[src/klr_pkg.sv]
package klr_pkg;

    localparam int NUM_LAYERS = 4;
    localparam int KEY_CODES  = 1024;

    localparam int CODE_W    = 10;
    localparam int VAL_W     = 2;
    localparam int TLAYER_W  = 2;
    localparam int LAYER_W   = (NUM_LAYERS > 1) ? $clog2(NUM_LAYERS) : 1;
    localparam int CFG_IDX_W = 2;
    localparam int CFG_W     = 10;
    localparam int ENT_W     = 1 + 2 * CODE_W;

    localparam int MAX_OUT = 64;
    localparam int N_W     = $clog2(MAX_OUT + 1);

    // down-key bitmap, stored as words
    localparam int WORD_W = 32;
    localparam int BIT_W  = $clog2(WORD_W);
    localparam int NWORDS = (KEY_CODES + WORD_W - 1) / WORD_W;
    localparam int WA_W   = (NWORDS > 1) ? $clog2(NWORDS) : 1;
    localparam int CNT_W  = $clog2(KEY_CODES + 1);

    // mapping table
    localparam int TDEPTH = NUM_LAYERS * KEY_CODES;
    localparam int TA_W   = $clog2(TDEPTH);

    localparam logic FUNC_KEY = 1'b0;
    localparam logic FUNC_TBL = 1'b1;

    localparam logic [VAL_W-1:0] VAL_REL = 2'd0;
    localparam logic [VAL_W-1:0] VAL_PRS = 2'd1;
    localparam logic [VAL_W-1:0] VAL_REP = 2'd2;
    localparam logic [VAL_W-1:0] VAL_BAD = 2'd3;

    typedef struct packed {
        logic ready;
        logic clr_step;
        logic plan;
        logic ev_rd;
        logic ev_emit;
        logic scan_rd;
        logic scan_emit;
        logic scan_wb;
        logic fix_rd;
        logic fix_wr;
    } t_cmd;

    typedef struct packed {
        logic clr_done;
        logic in_fire;
        logic work;
        logic prel;
        logic tap;
        logic nev_zero;
        logic ev_last;
        logic out_free;
        logic word_nz;
        logic n_full;
        logic cnt_zero;
        logic w_last;
    } t_sts;

    function automatic logic [BIT_W-1:0] lowest_set(input logic [WORD_W-1:0] w);
        logic [BIT_W-1:0] idx;
        idx = '0;
        for (int b = WORD_W - 1; b >= 0; b--) begin
            if (w[b]) begin
                idx = BIT_W'(b);
            end
        end
        return idx;
    endfunction

    function automatic logic tracked(input logic [CODE_W-1:0] c);
        return {1'b0, c} < (CODE_W + 1)'(KEY_CODES);
    endfunction

endpackage

[src/klr_ctrl.sv]
module klr_ctrl (
    input  logic          i_clk,
    input  logic          i_rst_n,
    input  klr_pkg::t_sts i_sts,
    output klr_pkg::t_cmd o_cmd
);

    localparam logic [3:0] S_CLR  = 4'd0;
    localparam logic [3:0] S_IDLE = 4'd1;
    localparam logic [3:0] S_PLAN = 4'd2;
    localparam logic [3:0] S_EVRD = 4'd3;
    localparam logic [3:0] S_EVEM = 4'd4;
    localparam logic [3:0] S_SRD  = 4'd5;
    localparam logic [3:0] S_SCAN = 4'd6;
    localparam logic [3:0] S_FXRD = 4'd7;
    localparam logic [3:0] S_FXWR = 4'd8;

    logic [3:0] r_state;
    logic [3:0] n_state;
    logic [3:0] fin_state;

    assign fin_state = i_sts.tap ? S_FXRD : S_IDLE;

    always_comb begin
        n_state = r_state;
        o_cmd   = '0;
        case (r_state)
            S_CLR: begin
                o_cmd.clr_step = 1'b1;
                if (i_sts.clr_done) begin
                    n_state = S_IDLE;
                end
            end
            S_IDLE: begin
                o_cmd.ready = 1'b1;
                if (i_sts.in_fire && i_sts.work) begin
                    n_state = S_PLAN;
                end
            end
            S_PLAN: begin
                o_cmd.plan = 1'b1;
                n_state    = S_EVRD;
            end
            S_EVRD: begin
                if (i_sts.nev_zero) begin
                    n_state = i_sts.prel ? S_SRD : S_IDLE;
                end else begin
                    o_cmd.ev_rd = 1'b1;
                    n_state     = S_EVEM;
                end
            end
            S_EVEM: begin
                if (i_sts.out_free) begin
                    o_cmd.ev_emit = 1'b1;
                    if (i_sts.ev_last) begin
                        n_state = i_sts.prel ? S_SRD : S_IDLE;
                    end else begin
                        n_state = S_EVRD;
                    end
                end
            end
            S_SRD: begin
                if (i_sts.cnt_zero) begin
                    n_state = fin_state;
                end else begin
                    o_cmd.scan_rd = 1'b1;
                    n_state       = S_SCAN;
                end
            end
            S_SCAN: begin
                if (i_sts.n_full) begin
                    o_cmd.scan_wb = 1'b1;
                    n_state       = fin_state;
                end else if (i_sts.word_nz) begin
                    if (i_sts.out_free) begin
                        o_cmd.scan_emit = 1'b1;
                    end
                end else begin
                    o_cmd.scan_wb = 1'b1;
                    n_state = (i_sts.w_last || i_sts.cnt_zero) ? fin_state : S_SRD;
                end
            end
            S_FXRD: begin
                o_cmd.fix_rd = 1'b1;
                n_state      = S_FXWR;
            end
            S_FXWR: begin
                o_cmd.fix_wr = 1'b1;
                n_state      = S_IDLE;
            end
            default: begin
                n_state = S_IDLE;
            end
        endcase
    end

    always_ff @(posedge i_clk) begin
        if (!i_rst_n) begin
            r_state <= S_CLR;
        end else begin
            r_state <= n_state;
        end
    end

endmodule

[config.mk]
export PLATFORM = sky130hd
export DESIGN_NAME = klr_ctrl
export DESIGN_NICKNAME = d
export VERILOG_FILES = /design/src/klr_pkg.sv /design/src/klr_ctrl.sv
export SDC_FILE = /design/constraint.sdc
export NUM_CORES = 1
export LEC_CHECK = 0
export BUFFER_PORTS_ARGS = -buffer_cell sky130_fd_sc_hd__clkbuf_2
export CAP_MARGIN = 10
export CORE_MARGIN = 3
export CORE_UTILIZATION = 35
export CTS_BUF_LIST = sky130_fd_sc_hd__clkbuf_2 sky130_fd_sc_hd__clkbuf_4 sky130_fd_sc_hd__clkbuf_8
export DETAILED_ROUTE_END_ITERATION = 10
export PLACE_DENSITY_LB_ADDON = 0.1
export SLEW_MARGIN = 40
export SYNTH_ARGS = -nofsm -noshare
export SYNTH_HDL_FRONTEND = slang
export SYNTH_SLANG_ARGS = --single-unit
[constraint.sdc]
create_clock -name i_clk -period 1.63 [get_ports i_clk]
set_input_delay 0.2445 -clock i_clk [delete_from_list [all_inputs] [get_ports i_clk]]
set_output_delay 0.2445 -clock i_clk [all_outputs]
set_load 0.05 [all_outputs]
==> flow_summary_export.csv, run 1 <==
group,metric,value,unit
yosys,yosysWarnings,0,
yosys,synth.area.top_cells,"dfxtp_1, nand3b_1, nand2b_1",
pwr,swShare,33.71,%
placement,dp.cells,97,
pwr,leakagePower,0.3199,nW
global_routing,grt_pass1_wl,2.187,mm
placement,dp_hpwl,1.004,mm
clock_network,h-tree-depth,1,
global_routing,grt_usage,16.19,%
yosys,netlist_instances,57,
floorplanning,die_height,42.12,um
status,outcome,"complete, no violations",
floorplanning,io_pins,24,
clock_network,clk_latency,240,ps
setup_path,endpoint_kind,"primary output",
yosys,yosysSeqAreaShare,17.53,%
yosys,synth_cell_types,34,
drt,drc,0,
clock_network,max-clock-path-buffers,2,
pwr,p_switching,0.1190,mW
clock_network,numCtsBuffers,3,
hold_path,min_path_type,"primary input to flip-flop",
yosys,avgSynthCellArea,8.012,um^2
final_layout,antenna_cells,0,
sta,slew_viol_final,0,
yosys,synth_area,456.7,um^2
sta,skew,6.033,ps
sta,setup_violations,0,
global_routing,grt_pass1_vias,533,
yosys,synth-seq-cells,4,
clock_network,clock-sinks,4,
yosys,synth_top_family_by_area,"simple AND/OR/NAND/NOR gates",
yosys,yosys-mux-area-fraction,0,%
drt,viasPerCell,5.300,
final_layout,final_core_util,62.39,%
placement,placed_area,629.4,um^2
drt,drt_iter0_drc,8,
setup_path,crit_start,"r_state[3]$_SDFFE_PN0P_",
floorplanning,rows,12,
placement,place.gp.congestion,0.7463,
clock_network,clock-root-buffer,"clkbuf_4",
final_layout,drive_above_1_share,54.65,%
pwr,power_density,483.1,nW/um^2
global_routing,antenna_found_initial,0,
drt,wirelength,1.284,mm
sta,slew_headroom,78.34,%
sta,rsz0062_at_grt,"true",
placement,post-place-ws,115.0,ps
final_layout,top_register,"r_state",
pwr,comb_power_share,34.9,%
yosys,synth_compound_area_share,23.56,%
global_routing,grt_max_degree,12,
yosys,async_reset_ff_share,0,%
final_layout,num-nets-final,102,
setup_path,critPathKind,"flip-flop to primary output",
pwr,p_seq_share,30.2,%
yosys,yosys.area_share.simple,51.51,%
sta,hold_ws,261.1,ps
sta,hold_viol,0,
drt,post_drt_wl_per_cell,12.84,um
sta,setup_ws,55.18,ps
sta,period_needed,1575,ps
drt,drt-pass1-iter-count,4,
final_layout,final_common_cell,"clkbuf_2",
floorplanning,fp.dieW,42.12,um
setup_path,crit_arrival,1330,ps
final_layout,syn_to_final_growth,60.00,%
hold_path,hp-start,"i_rst_n",
yosys,synthXorXnorAreaFrac,0,%
sta,tightestPinTransition,323.5,ps
setup_path,critPathMaxFanout,8,
setup_path,cp.required,1390,ps
placement,portBuffers,23,
drt,ant_nets,0,
job,maxCapViolCount,0,
pwr,p_int,0.2340,mW
pwr,finalPower,0.3530,mW
final_layout,mostFrequentLayoutCells,"clkbuf_2, buf_4, clkbuf_4, nand3b_1",
final_layout,reg_top3,"r_state: 4 flops",
sta,final.setup.tns,0,ps
pwr,clockPowerShare,34.9,%
yosys,synth_largest_area_cell,"dfxtp_1",
clock_network,clk_pin_slew,40,ps
floorplanning,coreArea,1171,um^2
final_layout,num-fill-cells,108,
clock_network,cts_tree,"yes",
final_layout,largest_reg_flops,4,
setup_path,r2r_start,"r_state[1]$_SDFFE_PN0P_",
sta,finalCritPeriodShare,96.61,%
yosys,synthAdderAreaFrac,0,%
setup_path,worstSetupStartpointType,"flip-flop",
yosys,synth_top_area_share,17.53,%
yosys,synth_fp_nets,71,
sta,clock.fmax,635.0,MHz
final_layout,fin_cells,100,
floorplanning,dieArea,1774,um^2
pwr,peakVddDrop,0.4220,mV
floorplanning,initial_core_util,39.00,%
yosys,ys.flop_type,"dfxtp_1",
final_layout,stdcell_area,730.7,um^2
global_routing,grt_overflow,0,
drt,vias,530,
clock_network,cts_hold_buf,0,
yosys,synth-edff-count,0,
-- per-layer routing --
layer	vias up	track usage [%]	wire length (um)
met5	-	0	0
met4	0	11.18	29
met3	4	2.575	85
met2	19	25.31	566
met1	226	20.00	602
li1	281	-	-
-- path summary, 6_finish.rpt --
kind              depth (start not counted)  slack [ps]                       to
setup reg to reg                          5         180  r_state[1]$_SDFFE_PN0P_
setup / recovery                          4          60                 o_cmd[4]
hold / removal                            2         260  r_state[1]$_SDFFE_PN0P_
hold reg to reg                           2         550  r_state[3]$_SDFFE_PN0P_
-- repair_timing --
action | 4_1_cts | 5_1_grt
endpoints found under the setup margin | 8 | 5
resized for setup | 14 | 11
buffers inserted | 0 | 0
pin swaps | 0 | 3
-- kinds of logic (layout without fill, tap and decap cells) --
| family | after synthesis | in the layout |
|---|---|---|
| AO/OA/AOI/OAI | 13 | 13 |
| buffers and inverters | 5 | 34 |
| flip-flops | 4 | 4 |
| AND/OR/NAND/NOR | 35 | 35 |
-- area by class of cell --
| type | instances | area (um^2) | share of cell area (%) |
|---|---|---|---|
| Tap cell | 14 | 17.52 | 2.397 |
| Timing Repair Buffer | 29 | 192.7 | 26.37 |
| Clock buffer | 3 | 22.52 | 3.082 |
| Sequential cell | 4 | 86.33 | 11.82 |
| Multi-Input combinational cell | 48 | 404.1 | 55.31 |
| Inverter | 2 | 7.507 | 1.027 |
-- synth_stat cells, types with 2 or more instances --
master    n
nor3_1    4
and2b_1   2
nor3b_1   3
dfxtp_1   4
nand3b_1  4
nor2b_1   2
nor2_1    3
nand2_1   3
a21oi_1   2
inv_1     2
buf_4     2
nand2b_1  4
-- power by group through the flow --
stage	registers (mW)	clock network [mW]	logic, mW
finish	0.107	0.123	0.123
detailed placement	0.106	0	0.110
global route	0.107	0.138	0.134
CTS	0.107	0.133	0.117
floorplan	0.107	0	0.0720
global placement	0.106	0	0.110
-- critical path: stages (launching register included) --
cell	delay (ps)
dfxtp_1	320
buf_4	170
nand2b_4	170
nor3b_1	180
clkbuf_4	260
(Power assumes the default switching activity.)
==> inputs of run 2 (changes only) <==
Settings changed: PLACE_DENSITY from default to 0.73, PLACE_DENSITY_LB_ADDON 0.1 to default.
==> run 2 against run 1 <==
  * Cell area rose by 3.3%
  * Sequential power barely moved
  * Critical endpoint is now o_cmd[2]
  * Largest power group is now the clock network
  * Setup slack got worse by 5.8 ps
==> flow_summary_export.csv, run 2 (same netlist as run 1, synthesis figures left out) <==
group,metric,value,unit
placement,dp_hpwl,983.4,um
floorplanning,fp.dieW,42.12,um
global_routing,grt_pass1_wl,1.987,mm
setup_path,r2r_cells,5,
sta,hold_viol,0,
clock_network,clock-sinks,4,
sta,slew_viol_final,0,
setup_path,critPathMaxFanout,3,
global_routing,antenna_found_initial,0,
final_layout,largest_reg_flops,4,
final_layout,multi_input_area,399.1,um^2
global_routing,grt_max_degree,12,
final_layout,mostFrequentLayoutCells,"clkbuf_2, buf_4, clkbuf_4, nand3b_1",
drt,drc,0,
global_routing,grtUsageMet1,17.81,%
setup_path,crit_arrival,1340,ps
setup_path,cpPeakStageDelay,340,ps
clock_network,clk_pin_slew,40,ps
clock_network,h-tree-depth,1,
setup_path,endpoint_kind,"primary output",
placement,portBuffers,23,
global_routing,grt_usage,14.11,%
drt,vias,566,
pwr,peakVddDrop,0.4424,mV
clock_network,clk_latency,240,ps
final_layout,antenna_cells,0,
global_routing,top_usage_layer,"met2",
floorplanning,initial_core_util,39.00,%
clock_network,cts_hold_buf,0,
clock_network,cts_tree,"yes",
sta,period_needed,1581,ps
floorplanning,rows,12,
pwr,power_density,469.9,nW/um^2
setup_path,cp_slowest_cell,"dfxtp_2",
setup_path,worstSetupStartpointType,"flip-flop",
sta,clock.fmax,632.7,MHz
sta,rsz0062_at_grt,"true",
placement,place.gp.congestion,0.7842,
final_layout,reg_top3,"r_state: 4 flops",
sta,finalCritPeriodShare,96.97,%
global_routing,grt_overflow,0,
job,maxCapViolCount,0,
setup_path,path_cells,"nor2_4, nand3_4, buf_4, a21oi_2, clkbuf_2",
drt,viasPerCell,5.442,
final_layout,regArea,88.84,um^2
setup_path,cp.required,1390,ps
sta,setup_violations,0,
final_layout,final_common_cell,"clkbuf_2",
final_layout,num-fill-cells,106,
clock_network,max-clock-path-buffers,2,
pwr,leakagePower,0.3351,nW
floorplanning,coreArea,1171,um^2
status,outcome,"complete, no violations",
floorplanning,dieArea,1774,um^2
final_layout,num-nets-final,106,
sta,skew,3.031,ps
global_routing,use_met2,22.84,%
clock_network,clock-root-buffer,"clkbuf_4",
floorplanning,io_pins,24,
placement,placed_area,636.9,um^2
hold_path,min_path_cells,2,
global_routing,grt_util_met3,3.004,%
drt,drt-pass1-iter-count,4,
drt,post_drt_wl_per_cell,13.13,um
final_layout,syn_to_final_growth,65.21,%
hold_path,min_path_type,"primary input to flip-flop",
final_layout,top_register,"r_state",
floorplanning,die_height,42.12,um
setup_path,critPathKind,"flip-flop to primary output",
pwr,finalPower,0.3545,mW
global_routing,grt_pass1_vias,488,
drt,drt_iter0_drc,17,
final_layout,drive_above_1_share,55.56,%
sta,tightestPinTransition,340.0,ps
sta,slew_headroom,77.24,%
drt,wirelength,1.365,mm
drt,ant_nets,0,
final_layout,stdcell_area,754.5,um^2
clock_network,numCtsBuffers,3,
==> run 2: final timing paths <==
check | start | end | slack, ps
worst max-delay path | r_state[0]$_SDFFE_PN0P_ | o_cmd[2] | 50
worst min-delay path | i_rst_n | r_state[1]$_SDFFE_PN0P_ | 270
worst max register to register | r_state[1]$_SDFFE_PN0P_ | r_state[0]$_SDFFE_PN0P_ | 230
worst min register to register | r_state[1]$_SDFFE_PN0P_ | r_state[1]$_SDFFE_PN0P_ | 600
==> run 2: metal layers <==
layer  vias up  wire, um
li1        285         -
met1       259       577
met2        20       707
met3         2        70
met4         0        10
met5         -         0
==> run 2: cell type report <==
cell class,count,area share [%]
inverters,2,0.9950
repair buffers,33,29.02
well taps,14,2.322
multi-input cells,48,52.90
clock buffers,3,2.985
flip-flops and latches,4,11.77
==> run 2: what timing repair did <==
action,CTS,global route
setup buffers,0,3
setup endpoints to repair,5,5
resized for setup,10,14
pin swaps,0,3
==> run 2: report_power, final <==
group	internal, mW	total, mW	switching, mW
sequential	0.0993	0.104	0.00484
clock	0.0826	0.126	0.0435
combinational	0.0519	0.124	0.0724
total	0.234	0.355	0.121
==> run 2: metrics by stage <==
stage	std cells	hold slack, ps	setup WS [ps]	utilization, %	setup TNS, ps
floorplan	57	370.3	-463.6	-	-1691
global placement	98	510.7	147.7	54.38	0
detailed placement	98	522.7	105.7	54.38	0
CTS	101	271.3	12.71	59.29	0
global route	104	268.3	-19.33	64.42	-19.33
finish	104	271.7	49.39	64.42	0
==> run 2: worst max-delay path: cells and delay by family, from the launching register on <==
kind / cells / cell delay (ps)
flops: 1 / 340
compound gates: 1 / 90
buf+inv: 2 / 420
simple gates: 2 / 250
